File: src/ttcs_pkg.sv
package ttcs_pkg;

   // field widths
   localparam int POS_W   = 24;
   localparam int DIFF_W  = POS_W + 1;
   localparam int HEAD_W  = 16;
   localparam int ID_W    = 16;
   localparam int TW_W    = 10;
   localparam int COST_W  = 25;

   // square root: 50-bit radicand, one result bit per step
   localparam int SQ_W       = 2 * DIFF_W;
   localparam int SQRT_STEPS = SQ_W / 2;
   localparam int ROOT_W     = SQRT_STEPS;

   // CORDIC datapath: operand scaled by 2^30, headroom for the gain
   localparam int CORDIC_SCALE = 30;
   localparam int CW           = DIFF_W + CORDIC_SCALE + 2;
   localparam int ANG_W        = 32;
   localparam int ATAN_N       = 24;

   localparam logic [ANG_W-1:0] Z_QUARTER     = 32'h4000_0000;
   localparam logic [ANG_W-1:0] Z_3QUARTER    = 32'hC000_0000;
   localparam logic [ANG_W-1:0] ANG_HALF_LSB  = 32'h0000_8000;

   // heading error and penalty
   localparam int ERR_W       = HEAD_W + 1;
   localparam int ERRW_W      = ERR_W + TW_W;
   localparam int PEN_SCALE_W = 9;
   localparam int PEN_W       = ERRW_W + PEN_SCALE_W;
   localparam int PEN_SHIFT   = 16;

   localparam logic [ERR_W-1:0]  ANG16_TURN = 17'h1_0000;
   localparam logic [PEN_W-1:0]  PEN_SCALE  = 36'd360;
   localparam logic [TW_W-1:0]   TW_RESET   = 10'd128;

   localparam logic [ANG_W-1:0] ATAN_TAB [ATAN_N] = '{
      32'd536870912, 32'd316933406, 32'd167458907, 32'd85004756,
      32'd42667331,  32'd21354465,  32'd10679838,  32'd5340245,
      32'd2670163,   32'd1335087,   32'd667544,    32'd333772,
      32'd166886,    32'd83443,     32'd41722,     32'd20861,
      32'd10430,     32'd5215,      32'd2608,      32'd1304,
      32'd652,       32'd326,       32'd163,       32'd81
   };

   function automatic logic [ANG_W-1:0] ttcs_atan(input int idx);
      logic [ANG_W-1:0] r;
      r = '0;
      if (idx >= 0 && idx < ATAN_N) begin
         r = ATAN_TAB[idx];
      end
      return r;
   endfunction

   // one beat in flight through the root / CORDIC chain
   typedef struct packed {
      logic [SQ_W-1:0]          rem;
      logic [SQ_W-1:0]          root;
      logic signed [CW-1:0]     cx;
      logic signed [CW-1:0]     cy;
      logic [ANG_W-1:0]         cz;
      logic                     zero;
      logic [HEAD_W-1:0]        heading;
      logic [ID_W-1:0]          id;
   } ttcs_chain_type;

endpackage

File: src/ttcs_step.sv
// One registered step: a root digit and, when enabled, a CORDIC micro-rotation.
module ttcs_step import ttcs_pkg::*; #(
   parameter int STEP   = 0,
   parameter bit ROTATE = 1'b1
) (
   input  logic           clock,
   input  logic           reset,
   input  logic           advance,
   input  logic           valid_in,
   input  ttcs_chain_type d,
   output logic           valid_ff,
   output ttcs_chain_type q_ff
);

   localparam logic [SQ_W-1:0]  SQRT_BIT  = SQ_W'(1) << (2 * (SQRT_STEPS - 1 - STEP));
   localparam logic [ANG_W-1:0] ATAN_STEP = ttcs_atan(STEP);

   logic [SQ_W-1:0]      trial;
   logic                 fits;
   logic signed [CW-1:0] x_cur;
   logic signed [CW-1:0] y_cur;
   logic signed [CW-1:0] x_sh;
   logic signed [CW-1:0] y_sh;
   ttcs_chain_type       q_in;

   assign trial = d.root + SQRT_BIT;
   assign fits  = (d.rem >= trial);
   assign x_cur = d.cx;
   assign y_cur = d.cy;
   assign x_sh  = x_cur >>> STEP;
   assign y_sh  = y_cur >>> STEP;

   always_comb begin
      q_in = d;
      if (fits) begin
         q_in.rem  = d.rem - trial;
         q_in.root = (d.root >> 1) + SQRT_BIT;
      end else begin
         q_in.root = d.root >> 1;
      end
      if (ROTATE) begin
         if (y_cur > 0) begin
            q_in.cx = x_cur + y_sh;
            q_in.cy = y_cur - x_sh;
            q_in.cz = d.cz + ATAN_STEP;
         end else begin
            q_in.cx = x_cur - y_sh;
            q_in.cy = y_cur + x_sh;
            q_in.cz = d.cz - ATAN_STEP;
         end
      end
   end

   always_ff @(posedge clock) begin
      if (reset) begin
         valid_ff <= 1'b0;
      end else if (advance) begin
         valid_ff <= valid_in;
      end
   end

   always_ff @(posedge clock) begin
      if (advance) begin
         q_ff <= q_in;
      end
   end

endmodule

File: config.mk
export PLATFORM = sky130hd
export DESIGN_NAME = ttcs_step
export DESIGN_NICKNAME = d
export VERILOG_FILES = /design/src/ttcs_pkg.sv /design/src/ttcs_step.sv
export SDC_FILE = /design/constraint.sdc
export NUM_CORES = 1
export LEC_CHECK = 0
export ABC_CLOCK_PERIOD_IN_PS = 12550
export BUFFER_PORTS_ARGS = -buffer_cell sky130_fd_sc_hd__buf_2
export CORE_AREA = 2 2 217 219
export CTS_CLUSTER_DIAMETER = 60
export DETAILED_ROUTE_END_ITERATION = 6
export DIE_AREA = 0 0 219 221
export GPL_TIMING_DRIVEN = 0
export PLACE_DENSITY = 0.78
export SLEW_MARGIN = 25
export SYNTH_ARGS = -nofsm -noshare
export SYNTH_HDL_FRONTEND = slang
export SYNTH_SLANG_ARGS = --single-unit
File: constraint.sdc
create_clock -name clock -period 12.55 [get_ports clock]
set_input_delay 2.51 -clock clock [delete_from_list [all_inputs] [get_ports clock]]
set_output_delay 2.51 -clock clock [all_outputs]
set_load 0.02 [all_outputs]
Yosys cells after proc, flatten, opt, wreduce, memory -nomap -nowiden
Cells that the tools add are included.
- register bits: 280
- input bits: 283
- output and inout bits: 280
- logic and storage cells: 23
- add/sub/neg operators: 8
- magnitude comparators: 2
- muxes and demuxes: 3
- operators with widths (kind ; number):
    two-way mux 146 bit ; 1
    subtractor 57 bit ; 2
    adder 57 bit ; 1
    greater-than comparator 57 x 1 -> 1 bit, second input constant ; 1
    adder 49 x 49 -> 50 bit, second input constant ; 1
    adder 50 x 49 -> 50 bit, second input constant ; 1
    greater-or-equal comparator 50 bit ; 1
    two-way mux 50 bit ; 1
    subtractor 50 bit ; 1
    two-way mux 49 bit ; 1
    adder 32 x 30 -> 32 bit, second input constant ; 1
    subtractor 32 x 30 -> 32 bit, second input constant ; 1

Logic depth before layout (Yosys ltp)
- depth after elaboration: 3
- mapped depth: 16
- gate-level depth less buffers: 15

Worst setup path before layout
No wires, ideal clock.
- path kind: in2reg
- from: in d[65] (netlist bit)
- to: reg q_ff[121] (netlist bit) (data pin)
- library setup time: 0.264 ns
- data arrival time: 5.408 ns
- required time: 12.286 ns
- path slack: 6.878 ns
- stages on the path: 14
- buffers on the path: 0
- cells stage by stage: ha_1 inv_1 fa_1 o21bai_1 a2111oi_2 o41ai_4 o311ai_2 o21ai_4 a211oi_2 a21o_1 o31a_1 o41a_1 o31ai_1 xnor2_1
- RTL lines (item ; line ; RTL):
    from (decl) ; ttcs_step.sv:10 ; input ttcs_chain_type d,
    to (signal assigned) ; ttcs_step.sv:64 ; q_ff <= q_in;
    to (decl) ; ttcs_step.sv:12 ; output ttcs_chain_type q_ff

==> results.cfg <==
[outcome]
status = finished, final reports clean

[synth]
yosys-top-cells-area = edfxtp_1, ha_1, a21oi_1
synth_nets = 2997
ys_types = 91
ys_seq_area_frac = 0.3743
yosys_most_used_dff = edfxtp_1
syn_inst = 2475
yosysTopAreaCell = edfxtp_1
synth_area_mm2 = 0.02236
synth_top_area_share = 0.3734
synth_edf_count = 278
yosysWarnings = 0
synth-seq-cells = 279
avgSynthCellArea_um2 = 9.033
async_flop_share = 0

[pwr]
p_leak_nw = 12.16
power_frac_comb = 0.350
p_clk_frac = 0.303
netSwitchingFraction = 0.3741
sequentialPowerShare = 0.346
ir_drop_mv = 0.1341
power.internal_mw = 2.207
p_per_area_mw_per_mm2 = 129.4
p_switching_mw = 1.319

[place]
place_area_mm2 = 0.02600
dp_slack_ps = 5395
dp_hpwl_um = 77240
gp_congestion = 1.029
dp_cells = 3646
portBuffers = 562

[clocking]
cts_tree = yes
cts_buffer_depth = 3
numCtsBuffers = 35
cts_setup_buffers = 0
clock_latency_ps = 570
holdBufCountCts = 0
cts-root-buf = clkbuf_16
clk_pin_slew_ps = 70
ctsHtreeMaxLevel = 2
post_cts_resized = 0
clkSinkCount = 279

[route]
wire_per_inst_um = 25.73
viasPerCell = 6.069
ant_nets = 0
wl_um = 95890
drc = 0
drt_first_pass_iters = 5
num_vias = 22610
drtIter0Drc = 2289

[setup_path]
timing.rr.end = valid_ff$_SDFFE_PP0P_
cp-end-kind = flop
cpMaxStageDelayCell = a2111oi_2
worstSetupEndpoint = q_ff[114]$_DFFE_PP_
path_class = in2reg
cp.arrival_ps = 7030
critPathLaunch = d[66]
critPathRequiredTime_ps = 12830
crit_path_frequent_cell = o21ai_1
slowest_delay_ps = 770
rr_worst_depth = 2
path_cells = buf_2 > inv_1 > ha_1 > nor2b_1 > o211a_1 > o22ai_1 > o41ai_4 > a31oi_2 > a2111oi_2 > o21ai_1 > o21ai_2 > a41oi_1 > o21ai_1 > xnor2_1
worst_setup_path_start_kind = input pin
critPathMaxFanout = 5
regToRegSetupSlack_ps = 11960
rr_startpoint = valid_ff$_SDFFE_PP0P_

[global_routing]
antenna_found_initial = 17
overflow = 0
grt_max_degree = 99
grt_pass1_wl_um = 138000
grt_pass1_vias = 21870
grt_usage = 0.3818

[floorplanning]
ioPinCount = 563
dieArea_mm2 = 0.04840
initial_core_util = 0.4854
rows = 79
core_mm2 = 0.04606
die_h_um = 221
die_x_um = 219

[finish]
final_cells = 3726
fin_nets = 3598
final_area_mm2 = 0.02726
area_growth_pct = 21.94
drive_gt1_frac = 0.2169

[timing]
finalCritPeriodShare = 0.5378
fin_skew_ps = 0
drv_slew = 0
rsz0062_at_grt = false
worst_slew_pin_slew_ps = 1197
relSlewSlack = 0.2020
fmax_mhz = 148.2
tns_ps = 0
hold_violations = 0
setup_violations = 0
min_period_ps = 6750
setup_ws_ps = 5801

[hold_path]
hold-path-cell-count = 2
hold_path_class = reg2reg
worstHoldStart = valid_ff$_SDFFE_PP0P_

[run]
cap_violations = 0
## metal layers
layer	up-vias	share of wire	track usage
met1	10840	0.40	0.4877
met5	-	0.00048	0
met3	260	0.095	0.08275
met4	6	0.057	0.2023
li1	10200	-	-
met2	1310	0.45	0.6043
## layout by cell type (no fill, tap or decap), drive strengths merged, types with 18 or more instances in the layout
cell type | netlist | final
o31ai | 33 | 33
nand3 | 33 | 33
buf | 29 | 593
nor4 | 27 | 27
mux2i | 24 | 24
a31oi | 18 | 18
o21a | 22 | 22
o21ai | 215 | 215
o21bai | 44 | 44
a21o | 59 | 59
edfxtp | 278 | 278
a21oi | 276 | 276
a211oi | 30 | 30
inv | 228 | 232
nor2b | 26 | 26
o211ai | 22 | 22
clkinv | 6 | 20
ha | 234 | 234
nor2 | 188 | 188
xnor2 | 129 | 129
nand2 | 187 | 187
xor2 | 30 | 30
nand4 | 43 | 43
nor3 | 37 | 37
clkbuf | 80 | 120
## power by group through the flow
stage | registers [mW] | clock network [mW] | logic, mW
2_1_floorplan | 1.40 | 0 | 0.568
3_3_place_gp | 1.24 | 0 | 1.19
3_5_place_dp | 1.24 | 0 | 1.20
4_1_cts | 1.22 | 1.08 | 1.21
5_1_grt | 1.23 | 1.12 | 1.31
6_report | 1.22 | 1.07 | 1.24
## Yosys cell counts, types with 17 or more instances
cell and number:
a211oi_1 27, a21o_1 59, a21oi_1 275, a31oi_1 17, buf_1 18, clkbuf_1 80, edfxtp_1 278, ha_1 234
inv_1 224, mux2i_1 24, nand2_1 187, nand3_1 33, nand4_1 43, nor2_1 186, nor2b_1 25, nor3_1 37
nor4_1 27, o211ai_1 22, o21a_1 22, o21ai_0 201, o21bai_1 44, o31ai_1 32, xnor2_1 129, xor2_1 30
## area by class of cell
cell class | instances | area [um2]
fillers | 4116 | 18800
flip-flops and latches | 279 | 8368
well taps | 607 | 759.5
clock buffers | 40 | 894.6
diodes | 16 | 40.04
repair buffers | 564 | 2878
clock inverters | 24 | 322.8
plain buffers | 109 | 434.2
inverters | 234 | 878.3
multi-input cells | 1853 | 12690
## per-stage QoR
stage	hold WS, ps	utilization	power [mW]
global route	523.1	0.5915	3.655
CTS	501.5	0.5910	3.510
global placement	471.3	0.5629	2.436
floorplan	578.8	-	1.965
finish	500.5	0.5919	3.527
detailed placement	486.3	0.5646	2.435
## critical path, delay by kind of cell
kind	cells	cell delay, ps
and+or+nand+nor	1	210
buffers and inverters	2	320
xor gates and xnor gates	1	140
adders and majority gates	1	350
AOI/OAI and AO/OA	9	3480
## state kept, by name (all words and copies together), names as in the netlist
| register | flops |
|---|---|
| q_ff | 278 |
| valid_ff | 1 |
## logic make-up (layout without fill, tap and decap cells)
kind of cell,Yosys count,in the layout,share of synthesized area
compound gates,821,821,0.2304
xor+xnor,159,159,0.06229
fa+ha+maj,239,239,0.1354
buf+inv,343,971,0.05854
flops,279,279,0.3743
mux,27,27,0.01226
other cells,0,16,0
simple gates,607,607,0.1268
## worst min path at each step
stage / end / slack, ps
2_1_floorplan: valid_ff$_SDFFE_PP0P_ / 580
3_3_place_gp: valid_ff$_SDFFE_PP0P_ / 470
3_5_place_dp: valid_ff$_SDFFE_PP0P_ / 490
4_1_cts: valid_ff$_SDFFE_PP0P_ / 500
5_1_grt: valid_ff$_SDFFE_PP0P_ / 520
6_report: valid_ff$_SDFFE_PP0P_ / 500
(Power assumes the default switching activity.)
